$ cat config.mk
export PLATFORM = sky130hd
export DESIGN_NAME = subtitle_override_tokenizer_core
export DESIGN_NICKNAME = d
export VERILOG_FILES = /design/src/rtl/sot_pkg.sv /design/src/rtl/sot_control.sv /design/src/rtl/sot_datapath.sv /design/src/rtl/subtitle_override_tokenizer_core.sv
export SDC_FILE = /design/constraint.sdc
export NUM_CORES = 1
export LEC_CHECK = 0
export BUFFER_PORTS_ARGS = -buffer_cell sky130_fd_sc_hd__buf_4
export CORE_MARGIN = 3
export CORE_UTILIZATION = 55
export CTS_BUF_LIST = sky130_fd_sc_hd__clkbuf_8 sky130_fd_sc_hd__clkbuf_16
export DETAILED_ROUTE_END_ITERATION = 7
export PLACE_DENSITY_LB_ADDON = 0.12
export SYNTH_ARGS = -nofsm -noshare
export SYNTH_HDL_FRONTEND = slang
export SYNTH_HIERARCHICAL = 1
export SYNTH_SLANG_ARGS = --single-unit
$ cat constraint.sdc
create_clock -name clock -period 4.84 [get_ports clock]
set_input_delay 0 -clock clock [delete_from_list [all_inputs] [get_ports clock]]
set_output_delay 0 -clock clock [all_outputs]
set_load 0.1 [all_outputs]
$ cat src/rtl/sot_pkg.sv
package sot_pkg;

   // token type codes
   localparam logic [3:0] TOK_TEXT       = 4'd0;
   localparam logic [3:0] TOK_LINEBREAK  = 4'd1;
   localparam logic [3:0] TOK_OVR_BEGIN  = 4'd2;
   localparam logic [3:0] TOK_OVR_END    = 4'd3;
   localparam logic [3:0] TOK_TAG_START  = 4'd4;
   localparam logic [3:0] TOK_TAG_NAME   = 4'd5;
   localparam logic [3:0] TOK_OPEN       = 4'd6;
   localparam logic [3:0] TOK_CLOSE      = 4'd7;
   localparam logic [3:0] TOK_ARG_SEP    = 4'd8;
   localparam logic [3:0] TOK_ARG        = 4'd9;
   localparam logic [3:0] TOK_SPACE      = 4'd10;
   localparam logic [3:0] TOK_COMMENT    = 4'd11;
   localparam logic [3:0] TOK_ERROR      = 4'd12;
   localparam logic [3:0] TOK_K_TEMPLATE = 4'd13;
   localparam logic [3:0] TOK_K_VAR      = 4'd14;

   // most tokens delivered for one line
   localparam int TOKEN_CAP = 64;
   localparam int TOK_CNT_W = $clog2(TOKEN_CAP);

   // special characters
   localparam logic [7:0] CH_LBRACE    = 8'h7B;
   localparam logic [7:0] CH_RBRACE    = 8'h7D;
   localparam logic [7:0] CH_BANG      = 8'h21;
   localparam logic [7:0] CH_DOLLAR    = 8'h24;
   localparam logic [7:0] CH_COMMA     = 8'h2C;
   localparam logic [7:0] CH_LPAREN    = 8'h28;
   localparam logic [7:0] CH_RPAREN    = 8'h29;
   localparam logic [7:0] CH_BACKSLASH = 8'h5C;

   typedef struct packed {
      logic [7:0] char_byte;
      logic       last_byte;
   } req_payload_type;

   typedef struct packed {
      logic [3:0] token_type;
      logic [6:0] token_length;
      logic       last_token;
      logic       overflow;
   } rsp_payload_type;

   // controller to datapath
   typedef struct packed {
      logic load;
      logic prep0;
      logic prep1;
      logic step;
      logic finish;
   } cmd_type;

   // datapath to controller
   typedef struct packed {
      logic scan_done;
      logic out_free;
   } status_type;

endpackage

$ cat src/rtl/sot_control.sv
module sot_control (
   input  logic                 clock,
   input  logic                 reset,
   input  logic                 req_valid,
   input  logic                 req_last,
   output logic                 req_stall,
   input  sot_pkg::status_type  status,
   output sot_pkg::cmd_type     cmd
);

   localparam logic [2:0] ST_LOAD  = 3'd0;
   localparam logic [2:0] ST_PREP0 = 3'd1;
   localparam logic [2:0] ST_PREP1 = 3'd2;
   localparam logic [2:0] ST_SCAN  = 3'd3;
   localparam logic [2:0] ST_FINAL = 3'd4;

   logic [2:0] state_ff;
   logic [2:0] state_in;

   // input side is open only while collecting a line
   assign req_stall = (state_ff != ST_LOAD);

   // sequencing of load, buffer priming, scan and final token
   always_comb begin
      cmd      = '0;
      state_in = state_ff;
      unique case (state_ff)
         ST_LOAD: begin
            if (req_valid) begin
               cmd.load = 1'b1;
               if (req_last) begin
                  state_in = ST_PREP0;
               end
            end
         end
         ST_PREP0: begin
            cmd.prep0 = 1'b1;
            state_in  = ST_PREP1;
         end
         ST_PREP1: begin
            cmd.prep1 = 1'b1;
            state_in  = ST_SCAN;
         end
         ST_SCAN: begin
            if (status.scan_done) begin
               state_in = ST_FINAL;
            end else if (status.out_free) begin
               cmd.step = 1'b1;
            end
         end
         ST_FINAL: begin
            if (status.out_free) begin
               cmd.finish = 1'b1;
               state_in   = ST_LOAD;
            end
         end
         default: begin
            state_in = ST_LOAD;
         end
      endcase
   end

   always_ff @(posedge clock) begin
      if (reset) begin
         state_ff <= ST_LOAD;
      end else begin
         state_ff <= state_in;
      end
   end

endmodule

$ cat src/rtl/sot_datapath.sv
module sot_datapath #(
   parameter int MAX_LINE = 64
) (
   input  logic                      clock,
   input  logic                      reset,
   input  logic                      csr_wr_en,
   input  logic                      csr_wr_data,
   input  sot_pkg::req_payload_type  req_data,
   input  sot_pkg::cmd_type          cmd,
   output sot_pkg::status_type       status,
   input  logic                      rsp_stall,
   output logic                      rsp_valid,
   output sot_pkg::rsp_payload_type  rsp_data
);

   localparam int AW = $clog2(MAX_LINE);
   localparam int CW = $clog2(MAX_LINE + 1);
   localparam int TOK_CNT_W_L = sot_pkg::TOK_CNT_W;

   localparam logic [2:0] MODE_TEXT     = 3'd0;
   localparam logic [2:0] MODE_OVR      = 3'd1;
   localparam logic [2:0] MODE_TAGSTART = 3'd2;
   localparam logic [2:0] MODE_TAGNAME  = 3'd3;
   localparam logic [2:0] MODE_ARG      = 3'd4;

   // multi-byte token in progress
   localparam logic [2:0] CONT_NONE  = 3'd0;
   localparam logic [2:0] CONT_ONE   = 3'd1;
   localparam logic [2:0] CONT_TPL   = 3'd2;
   localparam logic [2:0] CONT_KVAR  = 3'd3;
   localparam logic [2:0] CONT_LOWER = 3'd4;

   function automatic logic is_blank(input logic [7:0] ch);
      return (ch == 8'd32) || (ch >= 8'd9 && ch <= 8'd13);
   endfunction

   function automatic logic is_lower(input logic [7:0] ch);
      return (ch >= 8'h61) && (ch <= 8'h7A);
   endfunction

   function automatic logic is_ident(input logic [7:0] ch);
      return is_lower(ch) || (ch >= 8'h41 && ch <= 8'h5A) || (ch == 8'h5F);
   endfunction

   // line buffer
   logic [7:0]    line_mem [MAX_LINE];
   logic [7:0]    rd_data_ff;
   logic [AW-1:0] rd_addr;
   logic [CW:0]   rd_ptr;
   logic          mem_wr;

   // control state
   logic          karaoke_ff, karaoke_in;
   logic [CW-1:0] byte_count_ff, byte_count_in;
   logic [CW-1:0] bang_count_ff, bang_count_in;
   logic [CW-1:0] bang_rem_ff, bang_rem_in;
   logic          overflow_ff, overflow_in;
   logic [CW-1:0] scan_idx_ff, scan_idx_in;
   logic [2:0]    mode_ff, mode_in;
   logic [7:0]    paren_ff, paren_in;
   logic [2:0]    cont_ff, cont_in;
   logic          run_valid_ff, run_valid_in;
   logic [TOK_CNT_W_L-1:0] tok_count_ff, tok_count_in;
   logic          hold_valid_ff, hold_valid_in;
   logic          rsp_valid_ff, rsp_valid_in;

   // payload state
   logic [7:0]    cur_ff, cur_in;
   logic [3:0]    cont_type_ff, cont_type_in;
   logic [3:0]    run_type_ff, run_type_in;
   logic [6:0]    run_len_ff, run_len_in;
   logic [3:0]    hold_type_ff, hold_type_in;
   logic [6:0]    hold_len_ff, hold_len_in;
   sot_pkg::rsp_payload_type rsp_data_ff, rsp_data_in;

   // classification of the current byte
   logic [3:0]    tok_type;
   logic [2:0]    mode_nx;
   logic [7:0]    paren_nx;
   logic [2:0]    cont_nx;
   logic [3:0]    cont_type_nx;
   logic [7:0]    paren_up;
   logic [7:0]    paren_dn;
   logic          has_next;
   logic          out_free;
   logic [7:0]    c;
   logic [7:0]    nx;

   assign c        = cur_ff;
   assign nx       = rd_data_ff;
   assign paren_up = paren_ff + 8'd1;
   assign paren_dn = paren_ff - 8'd1;
   assign has_next = ({1'b0, scan_idx_ff} + (CW+1)'(1)) < {1'b0, byte_count_ff};
   assign out_free = !rsp_valid_ff || !rsp_stall;

   assign status.scan_done = (scan_idx_ff == byte_count_ff);
   assign status.out_free  = out_free;
   assign rsp_valid        = rsp_valid_ff;
   assign rsp_data         = rsp_data_ff;

   // buffer write while loading, read address runs one ahead of the scan
   assign mem_wr = cmd.load && (byte_count_ff < CW'(MAX_LINE));

   always_comb begin
      if (cmd.prep0) begin
         rd_ptr = '0;
      end else if (cmd.prep1) begin
         rd_ptr = (CW+1)'(1);
      end else if (cmd.step) begin
         rd_ptr = {1'b0, scan_idx_ff} + (CW+1)'(2);
      end else begin
         rd_ptr = {1'b0, scan_idx_ff} + (CW+1)'(1);
      end
   end

   assign rd_addr = rd_ptr[AW-1:0];

   always_ff @(posedge clock) begin
      if (mem_wr) begin
         line_mem[byte_count_ff[AW-1:0]] <= req_data.char_byte;
      end
      rd_data_ff <= line_mem[rd_addr];
   end

   // per-byte scanner decision
   always_comb begin
      tok_type     = sot_pkg::TOK_TEXT;
      mode_nx      = mode_ff;
      paren_nx     = paren_ff;
      cont_nx      = CONT_NONE;
      cont_type_nx = cont_type_ff;
      if (cont_ff == CONT_ONE) begin
         tok_type = cont_type_ff;
      end else if (cont_ff == CONT_TPL) begin
         tok_type = sot_pkg::TOK_K_TEMPLATE;
         if (c != sot_pkg::CH_BANG) begin
            cont_nx = CONT_TPL;
         end
      end else if (cont_ff == CONT_KVAR && is_ident(c)) begin
         tok_type = sot_pkg::TOK_K_VAR;
         cont_nx  = CONT_KVAR;
      end else if (cont_ff == CONT_LOWER && is_lower(c)) begin
         tok_type = sot_pkg::TOK_TAG_NAME;
         cont_nx  = CONT_LOWER;
      end else if (karaoke_ff && c == sot_pkg::CH_BANG && bang_rem_ff >= CW'(2)) begin
         tok_type = sot_pkg::TOK_K_TEMPLATE;
         cont_nx  = CONT_TPL;
      end else if (karaoke_ff && c == sot_pkg::CH_DOLLAR && has_next && is_ident(nx)) begin
         tok_type = sot_pkg::TOK_K_VAR;
         cont_nx  = CONT_KVAR;
      end else begin
         unique case (mode_ff)
            MODE_TEXT: begin
               if (c == sot_pkg::CH_BACKSLASH && has_next &&
                   (nx == 8'h6E || nx == 8'h4E || nx == 8'h68)) begin
                  tok_type     = sot_pkg::TOK_LINEBREAK;
                  cont_nx      = CONT_ONE;
                  cont_type_nx = sot_pkg::TOK_LINEBREAK;
               end else if (c == sot_pkg::CH_LBRACE) begin
                  tok_type = sot_pkg::TOK_OVR_BEGIN;
                  paren_nx = 8'd0;
                  mode_nx  = MODE_OVR;
               end else begin
                  tok_type = sot_pkg::TOK_TEXT;
               end
            end
            MODE_OVR: begin
               if (c == sot_pkg::CH_LBRACE) begin
                  tok_type = sot_pkg::TOK_ERROR;
               end else if (c == sot_pkg::CH_RBRACE) begin
                  tok_type = sot_pkg::TOK_OVR_END;
                  mode_nx  = MODE_TEXT;
               end else if (c == sot_pkg::CH_BACKSLASH) begin
                  tok_type = sot_pkg::TOK_TAG_START;
                  mode_nx  = MODE_TAGSTART;
               end else if (is_blank(c)) begin
                  tok_type = sot_pkg::TOK_SPACE;
               end else begin
                  tok_type = sot_pkg::TOK_COMMENT;
               end
            end
            MODE_TAGSTART: begin
               if (is_blank(c)) begin
                  tok_type = sot_pkg::TOK_SPACE;
               end else if (c == 8'h72) begin
                  tok_type = sot_pkg::TOK_TAG_NAME;
                  mode_nx  = MODE_ARG;
               end else if (c == 8'h66 && has_next && nx == 8'h6E) begin
                  tok_type     = sot_pkg::TOK_TAG_NAME;
                  mode_nx      = MODE_ARG;
                  cont_nx      = CONT_ONE;
                  cont_type_nx = sot_pkg::TOK_TAG_NAME;
               end else if (c == sot_pkg::CH_BACKSLASH) begin
                  tok_type = sot_pkg::TOK_TAG_START;
               end else if (c == sot_pkg::CH_RBRACE) begin
                  tok_type = sot_pkg::TOK_OVR_END;
                  mode_nx  = MODE_TEXT;
               end else if (is_lower(c) || (c >= 8'h30 && c <= 8'h39)) begin
                  tok_type = sot_pkg::TOK_TAG_NAME;
                  mode_nx  = MODE_TAGNAME;
               end else begin
                  tok_type = sot_pkg::TOK_COMMENT;
                  mode_nx  = MODE_OVR;
               end
            end
            MODE_TAGNAME: begin
               if (is_lower(c)) begin
                  tok_type = sot_pkg::TOK_TAG_NAME;
                  mode_nx  = MODE_ARG;
                  cont_nx  = CONT_LOWER;
               end else if (c == sot_pkg::CH_LPAREN) begin
                  tok_type = sot_pkg::TOK_OPEN;
                  paren_nx = paren_up;
                  mode_nx  = MODE_ARG;
               end else if (c == sot_pkg::CH_RPAREN) begin
                  tok_type = sot_pkg::TOK_CLOSE;
                  paren_nx = paren_dn;
                  if (paren_dn == 8'd0) begin
                     mode_nx = MODE_OVR;
                  end
               end else if (c == sot_pkg::CH_RBRACE) begin
                  tok_type = sot_pkg::TOK_OVR_END;
                  mode_nx  = MODE_TEXT;
               end else if (c == sot_pkg::CH_BACKSLASH) begin
                  tok_type = sot_pkg::TOK_TAG_START;
                  mode_nx  = MODE_TAGSTART;
               end else begin
                  tok_type = sot_pkg::TOK_ARG;
                  mode_nx  = MODE_ARG;
               end
            end
            default: begin
               if (c == sot_pkg::CH_LBRACE) begin
                  tok_type = sot_pkg::TOK_ERROR;
               end else if (c == sot_pkg::CH_RBRACE) begin
                  tok_type = sot_pkg::TOK_OVR_END;
                  mode_nx  = MODE_TEXT;
               end else if (c == sot_pkg::CH_LPAREN) begin
                  tok_type = sot_pkg::TOK_OPEN;
                  paren_nx = paren_up;
               end else if (c == sot_pkg::CH_RPAREN) begin
                  tok_type = sot_pkg::TOK_CLOSE;
                  paren_nx = paren_dn;
                  // depth at or below zero closes the argument list
                  if (paren_dn == 8'd0 || paren_dn[7]) begin
                     paren_nx = 8'd0;
                     mode_nx  = MODE_OVR;
                  end
               end else if (c == sot_pkg::CH_BACKSLASH) begin
                  tok_type = sot_pkg::TOK_TAG_START;
                  mode_nx  = MODE_TAGSTART;
               end else if (c == sot_pkg::CH_COMMA) begin
                  tok_type = sot_pkg::TOK_ARG_SEP;
               end else if (is_blank(c)) begin
                  tok_type = sot_pkg::TOK_SPACE;
               end else begin
                  tok_type = sot_pkg::TOK_ARG;
               end
            end
         endcase
      end
   end

   // next-state for load, scan, merge and output
   always_comb begin
      karaoke_in    = karaoke_ff;
      byte_count_in = byte_count_ff;
      bang_count_in = bang_count_ff;
      bang_rem_in   = bang_rem_ff;
      overflow_in   = overflow_ff;
      scan_idx_in   = scan_idx_ff;
      mode_in       = mode_ff;
      paren_in      = paren_ff;
      cont_in       = cont_ff;
      run_valid_in  = run_valid_ff;
      tok_count_in  = tok_count_ff;
      hold_valid_in = hold_valid_ff;
      rsp_valid_in  = rsp_valid_ff && rsp_stall;
      cur_in        = cur_ff;
      cont_type_in  = cont_type_ff;
      run_type_in   = run_type_ff;
      run_len_in    = run_len_ff;
      hold_type_in  = hold_type_ff;
      hold_len_in   = hold_len_ff;
      rsp_data_in   = rsp_data_ff;

      if (csr_wr_en) begin
         karaoke_in = csr_wr_data;
      end

      // collect bytes, count template marks, flag dropped bytes
      if (cmd.load) begin
         if (mem_wr) begin
            byte_count_in = byte_count_ff + CW'(1);
            if (req_data.char_byte == sot_pkg::CH_BANG) begin
               bang_count_in = bang_count_ff + CW'(1);
            end
         end else begin
            overflow_in = 1'b1;
         end
      end

      if (cmd.prep0) begin
         bang_rem_in   = bang_count_ff;
         scan_idx_in   = '0;
         mode_in       = MODE_TEXT;
         paren_in      = 8'd0;
         cont_in       = CONT_NONE;
         run_valid_in  = 1'b0;
         tok_count_in  = '0;
         hold_valid_in = 1'b0;
      end

      if (cmd.prep1) begin
         cur_in = rd_data_ff;
      end

      // one byte per step, merged into the pending run
      if (cmd.step) begin
         cur_in       = rd_data_ff;
         scan_idx_in  = scan_idx_ff + CW'(1);
         mode_in      = mode_nx;
         paren_in     = paren_nx;
         cont_in      = cont_nx;
         cont_type_in = cont_type_nx;
         if (c == sot_pkg::CH_BANG && bang_rem_ff != '0) begin
            bang_rem_in = bang_rem_ff - CW'(1);
         end
         if (run_valid_ff && run_type_ff == tok_type) begin
            run_len_in = run_len_ff + 7'd1;
         end else begin
            run_valid_in = 1'b1;
            run_type_in  = tok_type;
            run_len_in   = 7'd1;
            if (run_valid_ff) begin
               // the token at the cap waits so it can carry the last mark
               if (tok_count_ff < TOK_CNT_W_L'(sot_pkg::TOKEN_CAP - 1)) begin
                  rsp_valid_in             = 1'b1;
                  rsp_data_in.token_type   = run_type_ff;
                  rsp_data_in.token_length = run_len_ff;
                  rsp_data_in.last_token   = 1'b0;
                  rsp_data_in.overflow     = overflow_ff;
                  tok_count_in             = tok_count_ff + TOK_CNT_W_L'(1);
               end else if (!hold_valid_ff) begin
                  hold_valid_in = 1'b1;
                  hold_type_in  = run_type_ff;
                  hold_len_in   = run_len_ff;
               end
            end
         end
      end

      // final token of the line, then clear per-line state
      if (cmd.finish) begin
         rsp_valid_in             = 1'b1;
         rsp_data_in.token_type   = hold_valid_ff ? hold_type_ff : run_type_ff;
         rsp_data_in.token_length = hold_valid_ff ? hold_len_ff : run_len_ff;
         rsp_data_in.last_token   = 1'b1;
         rsp_data_in.overflow     = overflow_ff;
         byte_count_in            = '0;
         bang_count_in            = '0;
         bang_rem_in              = '0;
         overflow_in              = 1'b0;
         scan_idx_in              = '0;
         mode_in                  = MODE_TEXT;
         paren_in                 = 8'd0;
         cont_in                  = CONT_NONE;
         run_valid_in             = 1'b0;
         hold_valid_in            = 1'b0;
         tok_count_in             = '0;
      end
   end

   // control registers
   always_ff @(posedge clock) begin
      if (reset) begin
         karaoke_ff    <= 1'b0;
         byte_count_ff <= '0;
         bang_count_ff <= '0;
         bang_rem_ff   <= '0;
         overflow_ff   <= 1'b0;
         scan_idx_ff   <= '0;
         mode_ff       <= MODE_TEXT;
         paren_ff      <= 8'd0;
         cont_ff       <= CONT_NONE;
         run_valid_ff  <= 1'b0;
         tok_count_ff  <= '0;
         hold_valid_ff <= 1'b0;
         rsp_valid_ff  <= 1'b0;
      end else begin
         karaoke_ff    <= karaoke_in;
         byte_count_ff <= byte_count_in;
         bang_count_ff <= bang_count_in;
         bang_rem_ff   <= bang_rem_in;
         overflow_ff   <= overflow_in;
         scan_idx_ff   <= scan_idx_in;
         mode_ff       <= mode_in;
         paren_ff      <= paren_in;
         cont_ff       <= cont_in;
         run_valid_ff  <= run_valid_in;
         tok_count_ff  <= tok_count_in;
         hold_valid_ff <= hold_valid_in;
         rsp_valid_ff  <= rsp_valid_in;
      end
   end

   // payload registers
   always_ff @(posedge clock) begin
      cur_ff       <= cur_in;
      cont_type_ff <= cont_type_in;
      run_type_ff  <= run_type_in;
      run_len_ff   <= run_len_in;
      hold_type_ff <= hold_type_in;
      hold_len_ff  <= hold_len_in;
      rsp_data_ff  <= rsp_data_in;
   end

endmodule

$ cat src/rtl/subtitle_override_tokenizer_core.sv
// a line of n transfers is loaded, then states PREP0 and PREP1 prime the buffer read,
// SCAN walks the m stored bytes (at most MAX_LINE) to their end, FINAL sends the last token
// the scan takes one byte per cycle while results are not stalled; input is stalled from
// the last byte until the final token is queued, so a new line waits for the last one;
// a stalled result pauses the scan
// reset is synchronous, active high: clears control state and karaoke_enable, buffer undefined
module subtitle_override_tokenizer_core #(
   parameter int MAX_LINE = 64
) (
   input  logic                      clock,
   input  logic                      reset,
   input  logic                      csr_wr_en,
   input  logic                      csr_wr_data,
   input  logic                      req_valid,
   output logic                      req_stall,
   input  sot_pkg::req_payload_type  req_data,
   output logic                      rsp_valid,
   input  logic                      rsp_stall,
   output sot_pkg::rsp_payload_type  rsp_data
);

   sot_pkg::cmd_type    cmd;
   sot_pkg::status_type status;

   // sequencer
   sot_control u_control (
      .clock     (clock),
      .reset     (reset),
      .req_valid (req_valid),
      .req_last  (req_data.last_byte),
      .req_stall (req_stall),
      .status    (status),
      .cmd       (cmd)
   );

   // line buffer, scanner and token merge
   sot_datapath #(
      .MAX_LINE (MAX_LINE)
   ) u_datapath (
      .clock       (clock),
      .reset       (reset),
      .csr_wr_en   (csr_wr_en),
      .csr_wr_data (csr_wr_data),
      .req_data    (req_data),
      .cmd         (cmd),
      .status      (status),
      .rsp_stall   (rsp_stall),
      .rsp_valid   (rsp_valid),
      .rsp_data    (rsp_data)
   );

endmodule

==> impl_results.md, run 1 <==
- Die area: 0.0508 sq mm
- Post-DRT Antenna Nets: 0
- Dpl cells: 2279
- Slowest CP cell: mux4_2
- Routed WL per cell: 24.9 microns
- Post-synth EDFFs: 555
- Portion of netlist area occupied by mux cells: 0.137
- Routed WL: 60000 microns
- Setup crit start kind: register
- Initial Utilization: 0.563
- Max Freq: 220 MHz
- Violation count after the first detailed-route iteration: 1643
- HPWL Detailed: 37100 microns
- Worst path max stage delay: 580 ps
- Synth Area in Compound Gates: 0.0550
- Largest family of logic cells by synthesized area: multiplexers
- Fin crit share: 0.937
- Final GP Congestion: 0.871
- Synth Net Count: 1724
- Largest net degree at the start of global routing: 66
- Final Instance Count excl. Fillers: 2410
- Mean post-synth cell area: between 15 and 20 sq um
- Final Skew: 61.2 ps
- Leakage power: a little under 10 nW
- Vias per std cell: 6.34
- Final setup viols: 0
- I/O Pins: 30
- Max-slew violation count: 0
- CTS Sinks: 620
- Outcome: finished, final reports clean
- Largest area contributor in the netlist: edfxtp_1
- CP Class: reg2reg
- Maximum clock path buffer count: 3
- Chip height: 225 microns
- Main flop type after synthesis: edfxtp_1
- Later-pin clock latency in the skew report: 650 ps
- Crit Path Max Fanout: 41
- CTS clk-pin slew, worst paths: about 60 ps
- Yosys reg bits: 620
- Sequential-to-total area share from yosys stat: 0.678
- Filler cells: 3439
- Post-synthesis cell type count: 73
- Worst EP arrival: 5050 ps
- Hold Vio Cnt, Final: 0
- Core Box Area: 0.0471 sq mm
- H-tree depth: 2
- Synth area leaders: edfxtp_1 63%, mux4_2 12%, dfxtp_1 4.9%
- Slew margin rel.: 0.291
- P per Cell Area: 366 mW/mm^2
- Die width: 225 microns
- Max_cap viols: 0
- Most frequent cell after synthesis: edfxtp_1
- Yosys synthesis warning count: 6
- CP required: 5360 ps
- Final #Nets: 1785
- Slew @ Worst Pin: 1060 ps
- Post-synth top cells: 555 x edfxtp_1, 156 x nor2_1, 136 x mux4_2, 104 x nand2_1, 65 x dfxtp_1
- Antenna cells: 0
- Initial antenna violation count: 1
- First-pass GRT wire length: 92000 microns
- Num CTS Buffers: 60
- Setup tns final: 0 ps
- Register Area: 0.0180 sq mm
- Vias in the first global route: around 15000
- Synth-to-layout area growth: 11.9%
- Area of the multi-input gates: 0.00811 sq mm
- Fraction of final layout cells sized beyond drive strength 1: 0.185
- Share of the synthesized area in the top cell type: 0.629
- Post-Syn Area: ~0.026 sq mm
- Post-Synth XOR/XNOR Area: 0.0119
- CTS tree: yes
- Total track usage: 0.240
- Element type at the critical path end: register
- Via total after detailed routing: 15300
- Async set-reset flop share out of synthesis: 0
- Pre-CTS setup slack: 285 ps
- Post-Synth Simple-Gate Area: 0.0907
- Minimum clock period: 4540 ps
- Setup ws final: 303 ps
- Max VDD drop: 308 uV
- CTS root buffer: clkbuf_16
- HP Class: in2reg
- Synth Area in Adders: 0.00898
- First-pass DRT Iterations: 6
- Row cnt: around 80
- DRC: 0
- Gr ovfl total: 0
- # port buffers: 29
- Crit path cell chain: ha_1, or4_1, nor4_1, buf_4, nor3_2, ha_1, o21ai_4, buf_12, mux4_2, mux2i_1, o22ai_1, mux4_2
- Synthesized netlist cell count: 1690
==> where the power goes <==
group | total, mW | internal (mW) | switching, mW
registers | 5.90 | 5.86 | 0.0427
logic | 0.585 | 0.228 | 0.357
clock network | 4.36 | 2.40 | 1.96
==> metrics by stage <==
| stage | util | area, sq um | hold WS [ps] | total power [mW] |
|---|---|---|---|---|
| 6_report | 0.630 | 29600 | 220 | 10.8 |
| 5_1_grt | 0.630 | 29600 | 206 | 11.2 |
| 4_1_cts | 0.630 | 29600 | 176 | 11.0 |
| 3_5_place_dp | 0.586 | 27600 | 252 | 6.59 |
| 3_3_place_gp | 0.586 | 27600 | 239 | 6.58 |
| 2_1_floorplan | - | 26500 | 69.1 | 6.35 |
==> per-layer routing <==
layer / up-vias / track usage / part of all wire
met5: - / 0 / 0
met4: 0 / 0.0695 / 0.023
met3: 89 / 0.0447 / 0.077
met2: 606 / 0.380 / 0.48
met1: 7792 / 0.348 / 0.42
li1: 6799 / - / -
==> cell families (layout without fill, tap and decap cells) <==
group / count (synthesis) / in the layout
DFF: 620 / 620
xor gates and xnor gates: 36 / 36
AOI/OAI and AO/OA: 218 / 218
adders and majority gates: 19 / 19
muxes: 191 / 191
and+or+nand+nor: 487 / 487
buffers and inverters: 119 / 232
==> critical path: cells and delay by family, from the launching register on <==
kind	cells	cell delay, ps
AO/OA/AOI/OAI	2	540
adder cells (fa/ha/maj)	2	620
multiplexers	3	1430
buffers and inverters	2	540
AND/OR/NAND/NOR	3	770
flip-flops	1	510
==> path summary, 6_finish.rpt <==
check                                          startpoint                        end  slack, ps  cells past startpoint
worst max-delay path            u_datapath/scan_idx_ff[0]           u_datapath/nx[3]        300                     12
worst min-delay path                                reset       u_datapath/rsp_valid        220                      3
worst max register to register  u_datapath/scan_idx_ff[0]           u_datapath/nx[3]        300                     12
worst min register to register  u_datapath/bang_rem_ff[0]  u_datapath/bang_rem_ff[0]        480                      1
==> layout by cell type (no fill, tap or decap), types with 20 or more instances in the layout <==
master and instances:
a211oi_1 22, a21oi_1 46, mux2i_1 41, clkbuf_16 60
buf_4 68, o21ai_0 43, a31oi_1 22, nand2_1 103
nand3_1 59, mux4_2 136, inv_1 40, nor2_1 156
dfxtp_1 65, nor3_1 20, edfxtp_1 555, and2_1 21
==> flip-flops by register name (all words and copies together) (netlist names), 3 cells and up <==
signal / cells
u_datapath/line_mem: 512
u_datapath/rsp_data: 13
u_datapath/c: 8
u_datapath/nx: 8
u_datapath/paren_ff: 8
u_datapath/bang_count_ff: 7
u_datapath/bang_rem_ff: 7
u_datapath/byte_count_ff: 7
u_datapath/hold_len_ff: 7
u_datapath/run_len_ff: 7
u_datapath/scan_idx_ff: 7
u_datapath/tok_count_ff: 6
u_datapath/hold_type_ff: 4
u_datapath/run_type_ff: 4
u_control/state_ff: 3
u_datapath/cont_ff: 3
u_datapath/mode_ff: 3
==> final cells by class <==
cell class | count | share of cell area
Clock buffer | 62 | 0.0516
Clock inverter | 52 | 0.0115
Inverter | 25 | 0.00317
Multi-Input combinational cell | 951 | 0.274
Sequential cell | 620 | 0.606
Tap cell | 607 | 0.0256
Timing Repair Buffer | 93 | 0.0284
==> repair_timing <==
item | CTS | global route
setup buffers | 0 | 0
setup endpoints to repair | 0 | 12
resized for setup | 0 | 2
hold buffers | 17 | 0
endpoints found under the hold margin | 432 | 0
Power figures use the tool's default switching activity.
==> inputs of run 2 (changes only) <==
--- a/config.mk
+++ b/config.mk
@@ -9,9 +9,9 @@
 export CORE_MARGIN = 3
 export CORE_UTILIZATION = 55
 export CTS_BUF_LIST = sky130_fd_sc_hd__clkbuf_8 sky130_fd_sc_hd__clkbuf_16
+export CTS_CLUSTER_DIAMETER = 40
 export DETAILED_ROUTE_END_ITERATION = 7
 export PLACE_DENSITY_LB_ADDON = 0.12
 export SYNTH_ARGS = -nofsm -noshare
 export SYNTH_HDL_FRONTEND = slang
-export SYNTH_HIERARCHICAL = 1
 export SYNTH_SLANG_ARGS = --single-unit
==> constraint.sdc (replaced) <==
create_clock -name clock -period 3.68 [get_ports clock]
set_input_delay 0 -clock clock [delete_from_list [all_inputs] [get_ports clock]]
set_output_delay 0 -clock clock [all_outputs]
set_load 0.1 [all_outputs]
==> run 2 against run 1 <==
Effect of this change:
- the flow now finishes with violations (negative setup slack)
- via count increased by 16%
- combinational power is 31% higher
- global-route usage rose by 2.4 points
- first-iteration DRC count is 0.85% higher
- cell area is 12% higher
- clock power increased by 100%
- fmax up 19%
- cell count up 20%
- largest power group is now clock
==> impl_results.md, run 2 <==
- Outcome: complete, but fails checks (was finished, final reports clean)
- Violated checks: negative setup slack
- Filler cells: 3244 (was 3439)
- Routed WL per cell: 23.5 microns (was 24.9 microns)
- Antenna cells: 0 (unchanged)
- Register Area: 0.0180 sq mm (about the same)
- Crit Path Max Fanout: 6 (was 41)
- Final Skew: 38.3 ps (was 61.2 ps)
- Row cnt: 80 (was 79)
- Max VDD drop: 496 uV (was 308 uV)
- Final #Nets: 2245 (was 1785)
- Post-Synth Simple-Gate Area: 0.137 (was 0.0907)
- Reg2Reg Depth: 17 (was 12)
- # port buffers: 29 (unchanged)
- Most frequent cell after synthesis: edfxtp_1 (unchanged)
- Fin crit share: 1.04 (was 0.937)
- Die area: 0.0516 sq mm (was 0.0508 sq mm)
- R2R Path End: u_datapath.rsp_data[6] (was u_datapath/nx[3])
- First-pass DRT Iterations: 5 (was 6)
- Yosys synthesis warning count: 0 (was 6)
- Global route hottest layer: met2 (unchanged)
- Post-synth EDFFs: 555 (unchanged)
- Portion of netlist area occupied by mux cells: 0.0858 (was 0.137)
- Async set-reset flop share out of synthesis: 0 (unchanged)
- Switching share of power: 0.217 (was 0.218)
- Setup crit end: u_datapath.rsp_data[6] (was u_datapath/nx[3])
- Chip height: 227 microns (was 225 microns)
- Initial antenna violation count: 0 (was 1)
- Reg2Reg Setup Slack: -130 ps (was 300 ps)
- Placed instance area: 0.0292 sq mm (was 0.0276 sq mm)
- CTS Sinks: 620 (unchanged)
- Fraction of final layout cells sized beyond drive strength 1: 0.270 (was 0.185)
- Minimum clock period: 3810 ps (was 4540 ps)
- Main flop type after synthesis: edfxtp_1 (unchanged)
- Setup ws final: -135 ps (was 303 ps)
- Via total after detailed routing: 17700 (was 15300)
- Synth Area in Adders: 0.00883 (was 0.00898)
- Final Instance Count excl. Fillers: 2899 (was 2410)
- HP Class: in2reg (unchanged)
- Final GP Congestion: 0.907 (was 0.871)
- Synth Area in Compound Gates: 0.0646 (was 0.0550)
- Max reg flops: 512 (unchanged)
- Commonest non-fill, non-tap cell in the layout: edfxtp_1 (unchanged)
- CP required: 4050 ps (was 5360 ps)
- Max_cap viols: 0 (unchanged)
- Worst hold start: req_data[6] (was reset)
- Largest family of logic cells by synthesized area: simple AND/OR/NAND/NOR gates (was multiplexers)
- Largest area contributor in the netlist: edfxtp_1 (unchanged)
- Worst EP arrival: 4190 ps (was 5050 ps)
- Synthesized netlist cell count: 1965 (was 1690)
- CTS clk-pin slew, worst paths: 50 ps (was 60 ps)
- Start point of the critical path: u_datapath.scan_idx_ff[1] (was u_datapath/scan_idx_ff[0])
- Final instance area: 0.0333 sq mm (was 0.0296 sq mm)
- Sequential share of power: 0.445 (was 0.544)
- P_sw: 3.77 mW (was 2.36 mW)
- First-pass GRT wire length: 103000 microns (was 92000 microns)
- Most frequent cells in the layout: 555 x edfxtp_1, 292 x nand2_1, 208 x buf_4, 155 x nor2_1, 104 x nand3_1 (was 555 x edfxtp_1, 156 x nor2_1, 136 x mux4_2, 103 x nand2_1, 68 x buf_4)
- Area of the multi-input gates: 0.00879 sq mm (was 0.00811 sq mm)
- Pint: 13.6 mW (was 8.49 mW)
- Met1 usage: 0.348 (about the same)
- Core Box Area: 0.0480 sq mm (was 0.0471 sq mm)
- DRC: 0 (unchanged)
- Mean post-synth cell area: 13.7 sq um (was 15.7 sq um)
- Slew @ Worst Pin: 1130 ps (was 1060 ps)
- Grt met3 use: 0.0498 (was 0.0447)
- RSZ-0062 raised after global routing: yes
- Hold Vio Cnt, Final: 0 (unchanged)
- Layout Utilization: 0.693 (was 0.630)
- Die width: 227 microns (was 225 microns)
- Num CTS Buffers: 89 (was 60)
- Leakage power: 11.5 nW (was 9.83 nW)
- Element type at the critical path end: register (unchanged)
- Yosys reg bits: 620 (unchanged)
- Slew margin rel.: 0.248 (was 0.291)
- CTS tree: yes (unchanged)
- Share of the synthesized area in the top cell type: 0.619 (was 0.629)
- Post-Synth XOR/XNOR Area: 0.0133 (was 0.0119)
- Final setup viols: 51 (was 0)
- Setup crit start kind: register (unchanged)
- P per Cell Area: 522 mW/mm^2 (was 366 mW/mm^2)
- Clock network fraction of design power: 0.511 (was 0.402)
- Vias per std cell: 6.10 (was 6.34)
- Met2 usage: 0.441 (was 0.380)
- Routed WL: 68200 microns (was 60000 microns)
- Largest net degree at the start of global routing: 66 (unchanged)
- Initial Utilization: 0.560 (was 0.563)
- Power, Total: 17.4 mW (was 10.8 mW)
- Max Freq: 262 MHz (was 220 MHz)
- Dpl cells: 2691 (was 2279)
- Post-Syn Area: 0.0269 sq mm (was 0.0265 sq mm)
- Violation count after the first detailed-route iteration: 1657 (was 1643)
- Gr ovfl total: 0 (unchanged)
- H-tree depth: 3 (was 2)
- Vias in the first global route: 17500 (was 15000)
- Comb power frac: 0.044 (was 0.054)
- Post-synthesis cell type count: 85 (was 73)
- HPWL Detailed: 42800 microns (was 37100 microns)
- Synth-to-layout area growth: 23.7% (was 11.9%)
- Worst r2r src: u_datapath.scan_idx_ff[1] (was u_datapath/scan_idx_ff[0])
- I/O Pins: 30 (unchanged)
- CTS root buffer: clkbuf_16 (unchanged)
- Max-slew violation count: 0 (unchanged)
- Total track usage: 0.264 (was 0.240)
- Sequential-to-total area share from yosys stat: 0.667 (was 0.678)
- CP Class: reg2reg (unchanged)
- Setup tns final: -3480 ps (was 0 ps)
- Post-synth top cells: 555 x edfxtp_1, 298 x nand2_1, 161 x nor2_1, 110 x nand3_1, 88 x mux4_2 (was 555 x edfxtp_1, 156 x nor2_1, 136 x mux4_2, 104 x nand2_1, 65 x dfxtp_1)
- Synth Net Count: 1999 (was 1724)
- Maximum clock path buffer count: 3 (unchanged)
- Synth area leaders: edfxtp_1 62%, mux4_2 7.4%, dfxtp_1 4.8% (was edfxtp_1 63%, mux4_2 12%, dfxtp_1 4.9%)
- Later-pin clock latency in the skew report: 630 ps (was 650 ps)
- Post-DRT Antenna Nets: 0 (unchanged)
-- run 2: cell count changes after synthesis, moves of 18 or more --
cell	before	now
a211oi_1	22	4
a311oi_1	0	18
mux2i_1	43	17
mux4_2	136	88
nand2_1	104	298
nand3_1	59	110
nand4_1	9	28
nor3_1	23	44
-- run 2: worst min path at each step --
stage | endpoint | slack, ps | depth (start not counted)
CTS | u_datapath.line_mem[14][5] | 70 | 2
floorplan | u_datapath.karaoke_ff | 70 | 1
global route | u_datapath.line_mem[2][5] | 100 | 2
detailed placement | u_datapath.karaoke_ff | 220 | 2
finish | u_datapath.line_mem[4][5] | 80 | 2
global placement | u_datapath.karaoke_ff | 210 | 2
-- run 2: metrics by stage --
stage	setup slack (ps)	hold slack (ps)
floorplan	-93.3	72.4
detailed placement	-335	224
finish	-135	83.1
global route	-267	102
global placement	-287	214
CTS	-109	66.5
-- run 2: critical path: stages, from the launching register on --
cell,delay (ps)
dfxtp_4,380
ha_4,150
nand2_1,60
nor2_1,130
xor2_1,200
ha_1,270
nor2b_4,130
or4_4,410
and4bb_4,380
buf_6,120
or4b_1,100
mux2i_1,70
a221o_1,310
nor4_4,260
nor3b_4,90
buf_6,140
buf_12,120
a22o_2,240
-- run 2: area by class of cell --
cell class | count | share of cell area
multi-input combinational | 1208 | 0.264
sequential | 620 | 0.540
clock buffer | 91 | 0.0680
inverter | 26 | 0.00293
clock inverter | 73 | 0.0269
timing repair buffer | 266 | 0.0749
tap | 615 | 0.0231
-- run 2: cell families (layout without fill, tap and decap cells) --
family	after synthesis	count (layout)
AO/OA/AOI/OAI	248	249
XOR/XNOR	41	41
adder cells (fa/ha/maj)	19	19
buffers and inverters	139	456
flip-flops	620	620
multiplexers	119	119
AND/OR/NAND/NOR	779	780
-- run 2: layer usage --
metal | wire length [microns] | part of all wire
met1 | 27400 | 0.40
met2 | 33800 | 0.50
met3 | 4410 | 0.065
met4 | 2560 | 0.037
met5 | 0 | 0
-- run 2: repair_timing --
| action | in CTS | in global routing |
|---|---|---|
| cloned | 1 | 6 |
| setup endpoints to repair | 55 | 71 |
| setup buffers | 11 | 19 |
| endpoints found under the hold margin | 170 | 0 |
| pin swaps | 6 | 31 |
| hold buffers | 10 | 0 |
| gates resized for setup | 16 | 85 |
-- run 2: power by group through the flow --
stage | Clock [mW] | Combinational, mW | Sequential [mW]
after floorplan | 0 | 0.377 | 7.86
after global routing | 9.30 | 0.821 | 7.72
after detailed placement | 0 | 0.684 | 7.87
after global placement | 0 | 0.678 | 7.87
after CTS | 8.99 | 0.710 | 7.72
final | 8.88 | 0.765 | 7.72
